### src/hdl/ssc_pkg.sv
`timescale 1ns / 1ps
// ----------------------------------------------------------------------------
// ssc_pkg
// Shared types, constants and table functions for the selective scan step.
// ----------------------------------------------------------------------------
package ssc_pkg;

    localparam int FEATURES_DEF       = 16;
    localparam int STATES_DEF         = 16;
    localparam int EXP_TABLE_SIZE_DEF = 256;
    localparam int ADDR_W             = 14;
    localparam int QUEUE_DEPTH        = 2;
    localparam int CFG_W              = 5;
    localparam logic [CFG_W-1:0] CFG_RESET = 5'd16;

    localparam logic [1:0] MODE_SCAN = 2'd0;
    localparam logic [1:0] MODE_LOAD = 2'd1;
    localparam logic [1:0] MODE_READ = 2'd2;
    localparam logic [1:0] MODE_NONE = 2'd3;

    localparam logic REG_FEATURES = 1'b0;
    localparam logic REG_STATES   = 1'b1;

    localparam logic [63:0] LN2_Q30   = 64'd744261118;
    localparam logic [31:0] LOG2E_Q30 = 32'd1549082005;

    typedef enum logic [1:0] {
        OP_SCAN,
        OP_LOAD,
        OP_READ,
        OP_NONE
    } op_t;

    typedef struct packed {
        logic [1:0]  mode;
        logic [3:0]  feature_index;
        logic [3:0]  state_index;
        logic [15:0] x_value;
        logic [15:0] dt_value;
        logic [15:0] a_coef;
        logic [15:0] b_coef;
        logic [15:0] c_coef;
        logic [31:0] init_value;
        logic        end_of_sequence;
    } request_t;

    typedef struct packed {
        logic [31:0] y_value;
        logic [31:0] state_value;
        logic        saturated;
        logic        index_error;
        logic        last_out;
    } result_t;

    typedef struct packed {
        op_t         op;
        logic        ierr;
        logic [31:0] init;
        logic [15:0] c;
        logic        last;
    } carry_t;

    typedef struct packed {
        carry_t            info;
        logic [ADDR_W-1:0] addr;
        logic [32:0]       abar;
        logic [48:0]       bdx;
    } work_t;

    function automatic logic [63:0] div_small(logic [63:0] v, int k);
        logic [63:0] r;
        unique case (k)
            2:  r = v / 64'd2;
            3:  r = v / 64'd3;
            4:  r = v / 64'd4;
            5:  r = v / 64'd5;
            6:  r = v / 64'd6;
            7:  r = v / 64'd7;
            8:  r = v / 64'd8;
            9:  r = v / 64'd9;
            10: r = v / 64'd10;
            11: r = v / 64'd11;
            12: r = v / 64'd12;
            13: r = v / 64'd13;
            14: r = v / 64'd14;
            15: r = v / 64'd15;
            16: r = v / 64'd16;
            17: r = v / 64'd17;
            18: r = v / 64'd18;
            19: r = v / 64'd19;
            20: r = v / 64'd20;
            default: r = v;
        endcase
        return r;
    endfunction

    // 2^(i/2^lg) in Q1.15 from a taylor series of exp(i*ln2/2^lg)
    function automatic logic [15:0] exp_entry(int i, int lg);
        logic [63:0] u;
        logic [63:0] sum;
        logic [63:0] term;
        u    = (64'(i) * LN2_Q30) >> lg;
        sum  = 64'd1 << 30;
        term = 64'd1 << 30;
        for (int k = 1; k <= 20; k++)
        begin
            term = div_small((term * u) >> 30, k);
            sum  = sum + term;
        end
        return 16'((sum + (64'd1 << 14)) >> 15);
    endfunction

endpackage

### src/hdl/ssc_queue.sv
`timescale 1ns / 1ps
// ----------------------------------------------------------------------------
// ssc_queue
// Small first-in first-out buffer with push/full and pop/empty sides.
// ----------------------------------------------------------------------------
module ssc_queue #(
    parameter type T     = logic,
    parameter int  DEPTH = ssc_pkg::QUEUE_DEPTH
) (
    input  logic clk,
    input  logic rst_n,
    input  logic push,
    output logic full,
    input  T     wdata,
    input  logic pop,
    output logic empty,
    output T     rdata
);
    localparam int PW = (DEPTH > 1) ? $clog2(DEPTH) : 1;
    localparam int CW = $clog2(DEPTH + 1);

    T                slot_reg [DEPTH];
    logic [PW-1:0]   head_reg, head_next;
    logic [PW-1:0]   tail_reg, tail_next;
    logic [CW-1:0]   count_reg, count_next;
    logic            do_push, do_pop;

    assign full    = (count_reg == CW'(DEPTH));
    assign empty   = (count_reg == '0);
    assign do_push = push && !full;
    assign do_pop  = pop && !empty;
    assign rdata   = slot_reg[head_reg];

    always_comb
    begin
        head_next  = head_reg;
        tail_next  = tail_reg;
        count_next = count_reg;
        if (do_push)
        begin
            tail_next = (tail_reg == PW'(DEPTH - 1)) ? '0 : tail_reg + 1'b1;
        end
        if (do_pop)
        begin
            head_next = (head_reg == PW'(DEPTH - 1)) ? '0 : head_reg + 1'b1;
        end
        if (do_push && !do_pop)
        begin
            count_next = count_reg + 1'b1;
        end
        else if (do_pop && !do_push)
        begin
            count_next = count_reg - 1'b1;
        end
    end

    always_ff @(posedge clk or negedge rst_n)
    begin
        if (!rst_n)
        begin
            head_reg  <= '0;
            tail_reg  <= '0;
            count_reg <= '0;
        end
        else
        begin
            head_reg  <= head_next;
            tail_reg  <= tail_next;
            count_reg <= count_next;
        end
    end

    always_ff @(posedge clk)
    begin
        if (do_push)
        begin
            slot_reg[tail_reg] <= wdata;
        end
    end

endmodule

### config.mk
export PLATFORM = sky130hd
export DESIGN_NAME = ssc_queue
export DESIGN_NICKNAME = d
export VERILOG_FILES = /design/src/hdl/ssc_pkg.sv /design/src/hdl/ssc_queue.sv
export SDC_FILE = /design/constraint.sdc
export NUM_CORES = 1
export LEC_CHECK = 0
export ABC_CLOCK_PERIOD_IN_PS = 1760
export BUFFER_PORTS_ARGS = -buffer_cell sky130_fd_sc_hd__buf_2
export CORE_AREA = 2 2 39 41
export CTS_CLUSTER_DIAMETER = 120
export DETAILED_ROUTE_END_ITERATION = 10
export DIE_AREA = 0 0 41 43
export PLACE_DENSITY = 0.37
export SLEW_MARGIN = 20
export SYNTH_ARGS = -nofsm -noshare
export SYNTH_HDL_FRONTEND = slang
export SYNTH_SLANG_ARGS = --single-unit
### constraint.sdc
create_clock -name clk -period 1.76 [get_ports clk]
set_input_delay 0.352 -clock clk [delete_from_list [all_inputs] [get_ports clk]]
set_output_delay 0.352 -clock clk [all_outputs]
set_load 0.01 [all_outputs]
# ---- Yosys cells after proc, flatten, opt, wreduce, memory -nomap -nowiden
# Memories as Yosys holds them, arrays and structs flattened.
# Index checks and enable logic that the tools add are counted.
dict set report classes {
  n_shift 0
  div_mod_pow 0
  muxes 6
  n_eq_ne 1
  addsub 4
  reduce_logical 10
  bitwise_logic 0
  multipliers 0
  n_lt_le_gt_ge 0
}
# op count
set op_table {}
lappend op_table {{$logic_and 1x1->1} 4}
lappend op_table {{$logic_not 1->1} 4}
lappend op_table {{$mux 1} 4}
lappend op_table {{$mux 2} 2}
lappend op_table {{$add 1x1->1 const B} 2}
lappend op_table {{$add 2x1->2 const B} 1}
lappend op_table {{$eq 2x2->1 const B} 1}
lappend op_table {{$logic_not 2->1} 1}
lappend op_table {{$reduce_bool 2->1} 1}
lappend op_table {{$sub 2x1->2 const B} 1}
dict set report totals {
  latchBits 0
  regBits 4
  romBits 0
  input_bits 5
  mem_count 1
  ramBits 2
}
# memory words width rd rd_clocked_by_memory_dff wr line_no
set mem_list {}
lappend mem_list {slot_reg 2 1 1 0 1 ssc_queue.sv:22} ;# T slot_reg [DEPTH];

# ---- Logic depth before layout (Yosys ltp)
# Gate-level depths: netlist of the first run.
dict set report logic_depth {
  word_depth 7
  ltp_mapped 7
}

# ---- Least setup slack after synthesis of the first run
# No wires, ideal clock.
dict set report synth_timing {
  kind {register to register}
  from {reg count_reg[0]}
  to {reg count_reg[1]}
  setup_ps 79
  stages_incl_launch_ff 7
  arrival_time_ps 1282
  synth_period_minus_slack_ps 1361
  setup_slack_ps 399
  path_cell_list {dfrtp_1 > nand2b_1 > nand2_1 > inv_1 > ha_1 > nor2_1 > xor2_1}
}
dict set report synth_via {
  elab_chain_cells 6
}
# element line_no
set synth_rtl {}
lappend synth_rtl {{start, declared} ssc_queue.sv:25} ;# logic [CW-1:0] count_reg, count_next;
lappend synth_rtl {{start signal, assigned} ssc_queue.sv:69} ;# count_reg <= count_next;
lappend synth_rtl {{$eq 2x2->1 / $logic_not 2->1 (equally long branches)} {ssc_queue.sv:28, ssc_queue.sv:29}}
lappend synth_rtl {{$logic_not 1->1, on equally long branches} {ssc_queue.sv:30, ssc_queue.sv:31}}
lappend synth_rtl {{$logic_and 1x1->1, on equally long branches} {ssc_queue.sv:30, ssc_queue.sv:31}}
lappend synth_rtl {{$logic_not 1->1, on equally long branches} {ssc_queue.sv:51, ssc_queue.sv:47}}
lappend synth_rtl {{$logic_and 1x1->1, on equally long branches} {ssc_queue.sv:51, ssc_queue.sv:47}}
lappend synth_rtl {{$reduce_bool 2->1 (no line) / $mux 2 (equally long branches)} n/a}
# Several ways; a longest one is shown, not always the timed one. The select of a mux whose other input is x is not followed.
# A chain may end at the register's enable or synchronous reset.

# ---- Worst setup path after layout of the first run
# Ends and elaborated chain as after synthesis.

==> out/results.txt, run 1 <==
post-synthesis cell type count - 12
syn nets - 28
final WL - 444 microns
Worst-Skew Late Latency - 0.24 ns
Cell Pwr Density - 1750 mW/mm^2
# nets final - 41
via count - 178
Leakage - 0.173 nW
total gr overflow - 0
min Tclk post-route - 1.46 ns
clk root buf - clkbuf_4
CP Class - reg -> reg
P_sw - 0.000211 W
layout cells sized above 1 - 33.3%
vias in the first global route - 173
Setup Viol. Count Final - 0
Mapped Cells - 22
Comb power frac - 37.0%
Clock Skews - 0.000453 ns
Std-Cell Rows - 14
max incr delay on CP - 0.42 ns
Post-Syn Area per Cell - 12.2 sq um
Max Fanout on Critical Path - 5
DP HPWL - 333 microns
Cell Area, Synth - 268 sq um
die height - 43 microns
CP cell instances - nand2b_1, nand2_1, inv_1, ha_1, nor2_1, xor2_1
post-route antenna net violation count - 0
Max-slew headroom - 84.9%
synthesis-stage register bit count - 6
unrepaired setup endpoints after global routing - false
outcome - finished, final reports clean
FF+latch area - 160 sq um
routability cong. - 0.757
maxcap violations - 0
TritonCTS clock tree - yes
post-synthesis sequential area ratio - 59.8%
Setup TNS - 0 ns
Clock Sinks - 6
CP arrival - 1.63 ns
Port Buffers - 7
Initial Utilization - 19.3%
full die area - 0.00176 sq mm
initial antenna violation count - 0
post-route setup slack - 0.300 ns
largest net degree at the start of global routing - 6
Core ar. - 0.00138 sq mm
Switching Share - 33.9%
clk buf depth - 2
Area after DPL - 323 sq um
Worst EP required - 1.93 ns
Worst-path clk slew - 0.05 ns
# resized after CTS - 0
Seq pwr share - 42.2%
worst-margin pin slew - 0.226 ns
WP buf/inv - 1
dpl ws - 0.279 ns
IO Count - 8
Final Hold Viols - 0
CTS Buf Count - 3
drt drc - 0
iteration count of the initial detailed-routing pass - 4
YS warnings - 0
max-slew violations - 0
DRT iter0 DRCs - 2
area of the multi-input gates - 100 sq um
worst hold path class - in -> reg
delay-heaviest family, CP - simple AND/OR/NAND/NOR gates
Area growth syn-to-layout - 32.7%
Setup crit start kind - flip-flop
Die Width - 41 microns
fin crit share - 83.0%
clock share of power - 20.8%
ANT cells - 0
cell internal pwr - 0.000411 W
total track usage - 6.86%
first-pass GRT wire length - 696 microns
Design Area, Final - 355 sq um
Crit-path slowest cell - dfrtp_1
Setup crit end kind - flip-flop
H-tree levels - 1
peak supply drop - 590 uV
Max Freq - 0.685 GHz
FILL cells - 144
WL/cell - 9.06 microns
Vias/cell - 3.63
synthesized netlist by cell type:
master,n,area [sq um]
o21ai_1,1,5.00
xor2_1,2,17.5
and3_1,1,6.26
nor2_1,3,11.3
ha_1,1,12.5
dfrtp_1,4,100
inv_1,2,7.51
mux2_2,1,11.3
nand2_1,1,3.75
edfxtp_1,2,60.1
nand2b_1,1,6.26
xnor2_1,3,26.3
final timing paths:
path / startpoint / to / slack [ns] / cells past startpoint
hold reg to reg: head_reg$_DFFE_PN0P_ / head_reg$_DFFE_PN0P_ / 0.49 / 1
setup / recovery: count_reg[0]$_DFFE_PN0P_ / count_reg[1]$_DFFE_PN0P_ / 0.30 / 6
hold / removal: wdata / slot_reg[1]$_DFFE_PP_ / 0.30 / 1
max in group asynchronous: rst_n / count_reg[1]$_DFFE_PN0P_ / 1.20 / 2
setup reg to reg: count_reg[0]$_DFFE_PN0P_ / count_reg[1]$_DFFE_PN0P_ / 0.30 / 6
min in group asynchronous: rst_n / count_reg[0]$_DFFE_PN0P_ / 0.44 / 2
layout make-up:
class,count,area share [%]
clock buffers,3,6.34
inverters,2,2.11
multi-input cells,14,28.2
flip-flops and latches,6,45.1
well taps,16,5.63
repair buffers,8,12.7
worst reg2reg max path, stage by stage, from the launching register on:
cell and delay (ns):
dfrtp_1 0.42, nand2b_1 0.20, nand2_1 0.13, inv_1 0.06, ha_1 0.30, nor2_1 0.13
xor2_1 0.14
through the flow:
stage	utilization [%]	std cells	power, W	hold slack, ns
after detailed placement	23.3	45	0.000497	0.164
after CTS	25.7	49	0.000636	0.287
after floorplan	-	22	0.000432	0.0564
after global routing	25.7	49	0.000674	0.287
after global placement	23.3	45	0.000493	0.163
final	25.7	49	0.000623	0.295
cell usage in the layout (no fill, tap or decap), drive strengths merged, types with 2 or more instances in the layout:
| master | instances |
|---|---|
| xor2 | 2 |
| buf | 7 |
| clkbuf | 3 |
| nor2 | 3 |
| inv | 2 |
| xnor2 | 3 |
| edfxtp | 2 |
| dfrtp | 4 |
kinds of logic after synthesis:
kind of cell               count (synthesis)  synth area share (%)
xor gates and xnor gates                   5                  16.4
AOI/OAI and AO/OA                          1                  1.87
and+or+nand+nor                            6                  10.3
buffers and inverters                      2                  2.80
adders and majority gates                  1                  4.67
muxes                                      1                  4.21
DFF                                        6                  59.8
power groups by stage:
stage	Combinational, W	Sequential [W]	Clock [W]
after floorplan	0.000177	0.000254	0
after global placement	0.000230	0.000263	0
after detailed placement	0.000234	0.000264	0
after CTS	0.000236	0.000262	0.000137
after global routing	0.000259	0.000269	0.000146
final	0.000230	0.000263	0.000129
what timing repair did:
action	4_1_cts	5_1_grt
hold buffers	1	0
hold endpoints to repair	4	0
setup buffers	0	0
endpoints found under the setup margin	0	0
per-layer routing:
layer	track usage, %	wire length (microns)	up-vias
met5	0	0	-
met4	2.00	0	0
met3	9.42	59	0
met2	8.13	192	7
met1	6.86	191	79
li1	-	-	92
(Power assumes the default switching activity.)
==> inputs of run 2 (changes only) <==
ABC_CLOCK_PERIOD_IN_PS = 1450   (was 1760)
clock period = 1.45 ns   (was 1.76 ns; I/O delays follow)
==> run 2 against run 1 <==
Against the previous run: core utilization rose by 2.4 points; clock power rose by 31%; clock-buffer cell count rose by 1; power rose by 35%; non-clock buffer count rose by 2; register-to-register slack got worse by 0.19 ns; sequential share of layout area fell by 3.8 points; hold slack got worse by 0.066 ns; combinational power rose by 53%; die area did not move; largest power group is now combinational logic; highest routed layer unchanged.
==> out/results.txt, run 2 (synthesis gave the netlist of run 1 again) <==
Final Hold Viols - 0 (unchanged)
Area after DPL - 338 sq um (+4.7%)
CP arrival - 1.07 ns (-0.56 ns)
final WL - 464 microns (+4.5%)
Setup Viol. Count Final - 0 (unchanged)
maxcap violations - 0 (unchanged)
FF-to-FF End - count_reg[1]$_DFFE_PN0P_
drt drc - 0 (unchanged)
first-pass GRT wire length - 752 microns (+8.0%)
die height - 43 microns (unchanged)
reg2reg start - count_reg[0]$_DFFE_PN0P_
most frequent cells in the layout - buf_2, dfrtp_1, nor2_1, xnor2_1, clkbuf_4
IO Count - 8 (unchanged)
Max-slew headroom - 85.5% (+0.67 points)
Clock Skews - 0.00946 ns (+0.00900 ns)
Cell Pwr Density - 2170 mW/mm^2 (+24%)
fin crit share - 93.7%
CTS Buf Count - 3 (unchanged)
Die Width - 41 microns (unchanged)
FF+latch area - 160 sq um (unchanged)
total gr overflow - 0 (unchanged)
# nets final - 43 (+4.9%)
met3 wire length - 28 microns (-53%)
FF-to-FF path depth - 7 (+1)
post-route antenna net violation count - 0 (unchanged)
DP HPWL - 345 microns (+3.5%)
Max Freq - 0.736 GHz
worst hold path class - in -> reg
Setup crit start kind - flip-flop
Hold Path Origin - wdata
Worst-path clk slew - 0.05 ns (about the same)
iteration count of the initial detailed-routing pass - 4 (unchanged)
Worst Hold Path EP - slot_reg[1]$_DFFE_PP_
Metal-1 WL - 216 microns (+13%)
outcome - finished, final reports clean
post-CTS setup buffer count - 0 (unchanged)
worst-margin pin slew - 0.217 ns (-0.00847 ns)
Final Non-Filler Cells - 52 (+6.1%)
largest net degree at the start of global routing - 5 (-1)
Vias/cell - 3.62 (-0.48%)
area of the multi-input gates - 114 sq um (+14%)
Design Area, Final - 388 sq um (+9.2%)
Worst-Skew Late Latency - 0.25 ns (about the same)
via count - 188 (+5.6%)
Leakage - 0.191 nW (+10%)
layout cells sized above 1 - 44.4% (+11 points)
met2 WL - 220 microns (+15%)
post-route setup slack - 0.0908 ns (-0.209 ns)
min Tclk post-route - 1.36 ns
Max Fanout on Critical Path - 2 (-3)
Worst EP required - 1.16 ns (-0.77 ns)
vias in the first global route - 206 (+19%)
initial antenna violation count - 0 (unchanged)
Setup crit end kind - output port
TritonCTS clock tree - yes
full die area - 0.00176 sq mm (unchanged)
Clock Sinks - 6 (unchanged)
peak supply drop - 704 uV (+19%)
CP Class - reg -> out
Register-to-Register Setup Slack - 0.11 ns (-0.19 ns)
Port Buffers - 7 (unchanged)
top sig layer - met3
WL/cell - 8.92 microns (-1.5%)
clk root buf - clkbuf_4
FILL cells - 147 (+2.1%)
dpl ws - 0.0775 ns (-0.201 ns)
Core ar. - 0.00138 sq mm (unchanged)
Area growth syn-to-layout - 44.9%
routability cong. - 0.746 (-1.4%)
clk buf depth - 2 (unchanged)
cell total after placement - 47 (+4.4%)
Initial Utilization - 19.3% (unchanged)
H-tree levels - 1 (unchanged)
total track usage - 6.98% (+0.12 points)
Std-Cell Rows - 14 (unchanged)
hold path cells - 1 (unchanged)
most common cell after layout, fill and taps aside - buf_2
DRT iter0 DRCs - 5 (+3)
max-slew violations - 0 (unchanged)
ANT cells - 0 (unchanged)
[run 2: per-stage QoR]
stage	utilization, %	power (W)	TNS, ns	hold WS, ns
2_1_floorplan	-	0.000524	0	-0.00559
3_3_place_gp	24.4	0.000631	0	0.101
3_5_place_dp	24.4	0.000639	0	0.104
4_1_cts	27.0	0.000818	0	0.224
5_1_grt	28.0	0.000909	-0.00134	0.229
6_report	28.0	0.000843	0	0.229
[run 2: area by class of cell]
class | instances | share of cell area [%]
sequential | 6 | 41.3
multi-input combinational | 14 | 29.4
timing repair buffer | 10 | 15.5
clock buffer | 4 | 6.77
tap | 16 | 5.16
inverter | 2 | 1.94
[run 2: worst max-delay path by stage]
stage                             start                  endpoint  slack [ns]  cells past startpoint
2_1_floorplan  count_reg[0]$_DFFE_PN0P_  count_reg[1]$_DFFE_PN0P_        0.09                      6
3_3_place_gp   count_reg[0]$_DFFE_PN0P_  count_reg[1]$_DFFE_PN0P_        0.11                      6
3_5_place_dp   count_reg[0]$_DFFE_PN0P_  count_reg[1]$_DFFE_PN0P_        0.08                      6
4_1_cts        count_reg[0]$_DFFE_PN0P_  count_reg[1]$_DFFE_PN0P_        0.06                      6
5_1_grt        count_reg[0]$_DFFE_PN0P_  count_reg[1]$_DFFE_PN0P_      -0.001                      7
6_report           head_reg$_DFFE_PN0P_                     rdata        0.09                      2
[run 2: critical path, stage by stage, from the launching register on]
cell     delay [ns]
dfrtp_1        0.36
mux2_2         0.33
buf_2          0.14
[run 2: report_power, final]
part	internal (W)	switching [W]	leakage, nW
combinational	0.000198	0.000153	0.110
sequential	0.000254	0.0000682	0.0652
clock	0.000105	0.0000649	0.0150
[run 2: timing repair]
action | CTS | global route
hold buffers | 1 | 0
endpoints found under the hold margin | 4 | 0
resized for setup | 0 | 3
setup endpoints to repair | 0 | 1
[run 2: per-layer routing]
layer | vias up | track usage [%]
met5 | - | 0
met4 | 0 | 8.00
met3 | 0 | 3.14
met2 | 4 | 7.81
met1 | 83 | 8.58
li1 | 101 | -
